File: src/rtl/core/pidad_pkg.sv
// Shared types and constants for the averaged-derivative PID block.
// No dependencies.
package pidad_pkg;

   localparam int DataW = 32;
   localparam int CsrIdxW = 3;

   typedef enum logic [CsrIdxW-1:0] {
      CSR_PROP_GAIN  = 3'd0,
      CSR_INTEG_GAIN = 3'd1,
      CSR_DERIV_GAIN = 3'd2,
      CSR_INTEG_CLAMP = 3'd3,
      CSR_DRIVE_CLAMP = 3'd4,
      CSR_REVERSE    = 3'd5
   } csr_idx_type;

   typedef enum logic [3:0] {
      ST_IDLE,
      ST_MUL_IE,
      ST_MUL_IT,
      ST_INTEG,
      ST_DIV_D,
      ST_RING,
      ST_SUM,
      ST_DIV_M,
      ST_MUL_P,
      ST_MUL_D,
      ST_OUT,
      ST_RSP
   } state_type;

   function automatic logic signed [DataW-1:0] sat32(input logic signed [65:0] v);
      logic signed [65:0] mx;
      logic signed [65:0] mn;
      begin
         mx = 66'sd2147483647;
         mn = -66'sd2147483648;
         if (v > mx) sat32 = 32'h7fffffff;
         else if (v < mn) sat32 = 32'h80000000;
         else sat32 = v[DataW-1:0];
      end
   endfunction

   function automatic logic signed [DataW-1:0] clamp_mag(input logic signed [DataW-1:0] v,
                                                         input logic [30:0] lim);
      logic signed [DataW-1:0] l;
      begin
         l = $signed({1'b0, lim});
         if (v > l) clamp_mag = l;
         else if (v < -l) clamp_mag = -l;
         else clamp_mag = v;
      end
   endfunction

endpackage

File: src/rtl/core/pidad_div.sv
// Radix-2 restoring signed divider, one quotient bit per cycle, truncating.
// Depends on pidad_pkg.
module pidad_div #(
   parameter int NumW = 64,
   parameter int DenW = 33
) (
   input  logic                   clock,
   input  logic                   reset,
   input  logic                   start,
   input  logic signed [NumW-1:0] num,
   input  logic signed [DenW-1:0] den,
   output logic                   done,
   output logic signed [NumW-1:0] quo
);
   import pidad_pkg::*;

   localparam int CntW = $clog2(NumW + 1);

   logic [NumW-1:0] q_ff, q_in;
   logic [DenW-1:0] rem_ff, rem_in;
   logic [DenW-1:0] d_ff, d_in;
   logic neg_ff, neg_in;
   logic [CntW-1:0] cnt_ff, cnt_in;
   logic busy_ff, busy_in;
   logic [DenW:0] shl;

   always_comb begin
      q_in = q_ff;
      rem_in = rem_ff;
      d_in = d_ff;
      neg_in = neg_ff;
      cnt_in = cnt_ff;
      busy_in = busy_ff;
      shl = {rem_ff, q_ff[NumW-1]};
      if (start) begin
         q_in = num[NumW-1] ? NumW'(-num) : NumW'(num);
         d_in = den[DenW-1] ? DenW'(-den) : DenW'(den);
         neg_in = num[NumW-1] ^ den[DenW-1];
         rem_in = '0;
         cnt_in = CntW'(NumW);
         busy_in = 1'b1;
      end else if (busy_ff) begin
         if (shl >= {1'b0, d_ff}) begin
            rem_in = DenW'(shl - {1'b0, d_ff});
            q_in = {q_ff[NumW-2:0], 1'b1};
         end else begin
            rem_in = shl[DenW-1:0];
            q_in = {q_ff[NumW-2:0], 1'b0};
         end
         cnt_in = cnt_ff - 1'b1;
         if (cnt_ff == CntW'(1)) busy_in = 1'b0;
      end
   end

   always_ff @(posedge clock) begin
      q_ff <= q_in;
      rem_ff <= rem_in;
      d_ff <= d_in;
      neg_ff <= neg_in;
      cnt_ff <= cnt_in;
      if (reset) busy_ff <= 1'b0;
      else busy_ff <= busy_in;
   end

   assign done = busy_ff && (cnt_ff == CntW'(1));
   assign quo = neg_ff ? -$signed(q_in) : $signed(q_in);
endmodule

File: config.mk
export PLATFORM = sky130hd
export DESIGN_NAME = pidad_div
export DESIGN_NICKNAME = d
export VERILOG_FILES = /design/src/rtl/core/pidad_pkg.sv /design/src/rtl/core/pidad_div.sv
export SDC_FILE = /design/constraint.sdc
export NUM_CORES = 1
export LEC_CHECK = 0
export ABC_AREA = 1
export BUFFER_PORTS_ARGS = -buffer_cell sky130_fd_sc_hd__buf_2
export CORE_MARGIN = 3
export CORE_UTILIZATION = 60
export DETAILED_ROUTE_END_ITERATION = 10
export PLACE_DENSITY = 0.85
export SYNTH_ARGS = -nofsm -noshare
export SYNTH_HDL_FRONTEND = slang
export SYNTH_SLANG_ARGS = --single-unit
File: constraint.sdc
create_clock -name clock -period 4.52 [get_ports clock]
set_input_delay 0.226 -clock clock [delete_from_list [all_inputs] [get_ports clock]]
set_output_delay 0.226 -clock clock [all_outputs]
set_load 0.01 [all_outputs]
==> flow_summary.json <==
{
  "yosys.area.top_type": "nand2_1",
  "nFillCells": 1904,
  "seq_power_share_pct": 33.5,
  "fin_skew_ns": 0.0162,
  "cts_buffer_depth": 2,
  "p_leak_nw": 7.40,
  "final_layout_size_suffix_gt1_share_pct": 14.4,
  "vias": 15600,
  "dpl_cell_area_um2": 14100,
  "instances_no_fill": 2674,
  "slew_headroom_pct": 31.8,
  "crit_path_start": "d_ff[13]",
  "drt.antenna.violating_nets": 0,
  "die_w_um": 154,
  "crit_fanout": 5,
  "cts_htree_levels": 4,
  "nets": 2525,
  "dpl.hpwl_um": 36100,
  "die_y_um": 154,
  "hold_viol_final": 0,
  "final_common_cell": "nand2_1",
  "avgSynthCellArea_um2": 5.85,
  "place.gp.congestion": 1.01,
  "p_comb_share_pct": 35.6,
  "clockRootBuffer": "clkbuf_16",
  "netlist.area_leader.share_pct": 19.6,
  "design.portCount": 165,
  "synth_edf_count": 34,
  "setup_violations": 0,
  "hold_start": "den[31]",
  "grt_pass1_vias": 14000,
  "pre_cts_ws_ns": 0.263,
  "grt_overflow": 0,
  "dieArea_um2": 23700,
  "syn2layout_area_growth_pct": 14.2,
  "dp_cells": 2630,
  "max_freq_mhz": 225,
  "final_cell_mix": "680 x nand2_1, 292 x inv_1, 289 x nor2_1, 190 x nand3_1, 163 x buf_2",
  "power_density_nw_per_um2": 294,
  "critPathArrivalTime_ns": 4.21,
  "cp-end-kind": "output pin",
  "power_mw": 4.41,
  "synthDistinctLibCells": 43,
  "netlist_top_cells_area": "nand2_1 20%, dfxtp_1 16%, inv_1 8.4%",
  "clock-sinks": 139,
  "fin_worst_hold_slack_ns": 0.122,
  "cts.clk_slew.worst_paths_ns": 0.06,
  "drt_pass1_iterations": 6,
  "crit_required_ns": 4.29,
  "clkPwrFrac_pct": 30.9,
  "final_cell_area_um2": 15000,
  "cts_made_buffers": 17,
  "wire_per_inst_um": 17.4,
  "tightest_slew_ns": 1.01,
  "hold_path_class": "primary input to flip-flop",
  "status": "completed",
  "grt_pass1_wl_um": 71400,
  "synth_ff_type": "dfxtp_1",
  "async_flop_share_pct": 0,
  "p_sw_share_pct": 39.8,
  "netlist_instances": 2248,
  "via_per_inst": 5.84,
  "grtUsageTotal_pct": 37.2,
  "syn-cell-area_um2": 13100,
  "max-cap-violations": 0,
  "grt_max_degree": 107,
  "peakVddDrop_mv": 0.308,
  "clk_latency_ns": 0.43,
  "synth_nets": 2387,
  "fin_crit_ns": 4.44,
  "ys_ff_latch": 139,
  "finalCritPeriodShare_pct": 98.2,
  "cts_tree": "done",
  "p_int_mw": 2.65,
  "seq_area_frac_synth_pct": 23.8,
  "worstSetupPathType": "flip-flop to output pin",
  "rsz0062_at_grt": "true",
  "setup_ws_ns": 0.0824,
  "slew_viol_final": 0,
  "synth_warnings": 0,
  "drt-total-wl_um": 46400,
  "rows": 53,
  "r2r-start": "d_ff[0]",
  "drt_first_iter_violations": 1809,
  "core_region_area_um2": 21300,
  "diodes": 0,
  "start_kind": "flip-flop",
  "drc": 0,
  "initial_core_util_pct": 61.7,
  "io_buffers": 164,
  "antenna_found_initial": 3,
  "power.switching_mw": 1.76
}
[final cells by class]
| cell class | count | area (um2) | area share, % |
|---|---|---|---|
| inverters | 300 | 1130 | 7.50 |
| multi-input cells | 1740 | 8830 | 58.8 |
| flip-flops and latches | 139 | 3120 | 20.8 |
| well taps | 275 | 344 | 2.29 |
| clock inverters | 15 | 129 | 0.859 |
| repair buffers | 188 | 1030 | 6.89 |
| clock buffers | 17 | 425 | 2.83 |
[power groups by stage]
stage,Combinational (mW),Clock [mW],Sequential [mW]
global route,1.71,1.40,1.49
detailed placement,1.46,0,1.50
CTS,1.47,1.35,1.47
finish,1.57,1.36,1.48
floorplan,0.973,0,1.48
global placement,1.42,0,1.49
[synthesized netlist by cell type (25+ instances only)]
library cell and instances:
nand2_1 687, ha_1 38, nand3_1 194, nor2_1 293
buf_2 27, xnor2_1 33, clkbuf_1 25, edfxtp_1 34
nand2_2 29, o21ai_0 95, xor2_1 72, a21oi_1 114
dfxtp_1 105, inv_1 293, nor2_2 25, nand4_1 30
[critical path, cell delays in order, from the launching register on]
cell	delay, ns
edfxtp_1	0.37
inv_1	0.07
ha_2	0.31
a21oi_2	0.16
o21ai_1	0.12
a21oi_1	0.21
nand3_2	0.16
nand2_2	0.14
nand3_4	0.11
a21boi_2	0.20
ha_2	0.20
nand2_1	0.07
nor2_2	0.13
nand3_2	0.11
nor2_4	0.15
nand2_2	0.09
nor2_2	0.14
nand2_1	0.09
nor2_2	0.15
nand3_2	0.12
nor2_4	0.15
nor2_1	0.07
xor2_1	0.28
buf_2	0.19
[through the flow]
step	TNS, ns	util (%)
3_5_place_dp	0	66.2
4_1_cts	0	69.1
3_3_place_gp	0	66.2
6_report	0	70.5
2_1_floorplan	0	-
5_1_grt	-1.11	70.5
[state kept, by name (all words and copies together) (netlist names)]
name     flops
rem_ff      33
neg_ff       1
busy_ff      1
q_ff        64
cnt_ff       7
d_ff        33
[worst paths after layout]
kind	endpoint	slack (ns)	cells after the start
worst min register to register	rem_ff[29]	0.49	2
worst max-delay path	quo[34]	0.08	23
worst max register to register	rem_ff[28]	1.36	14
worst min-delay path	d_ff[32]	0.12	2
[kinds of logic after synthesis]
family	after synthesis	share of synthesized area, %
AND/OR/NAND/NOR	1322	42.9
buffers and inverters	369	11.0
AO/OA/AOI/OAI	274	11.6
flip-flops	139	23.8
XOR/XNOR	105	7.00
adder cells (fa/ha/maj)	39	3.77
[metal layers]
layer / wire length (um) / GRT usage, % / vias up / share of wire (%)
li1: - / - / 7443 / -
met1: 19300 / 52.5 / 7082 / 42
met4: 1440 / 10.6 / 4 / 3.1
met2: 20000 / 57.0 / 952 / 43
met5: 34 / 0 / - / 0.073
met3: 5700 / 8.61 / 128 / 12
[what timing repair did]
item	in CTS	in global routing
setup endpoints to repair	17	19
hold buffers	2	0
gates resized for setup	4	59
endpoints found under the hold margin	2	0
cloned	0	0
pin swaps	3	24
setup buffers	1	9
Note: power is estimated with default switching activity, not from simulation.
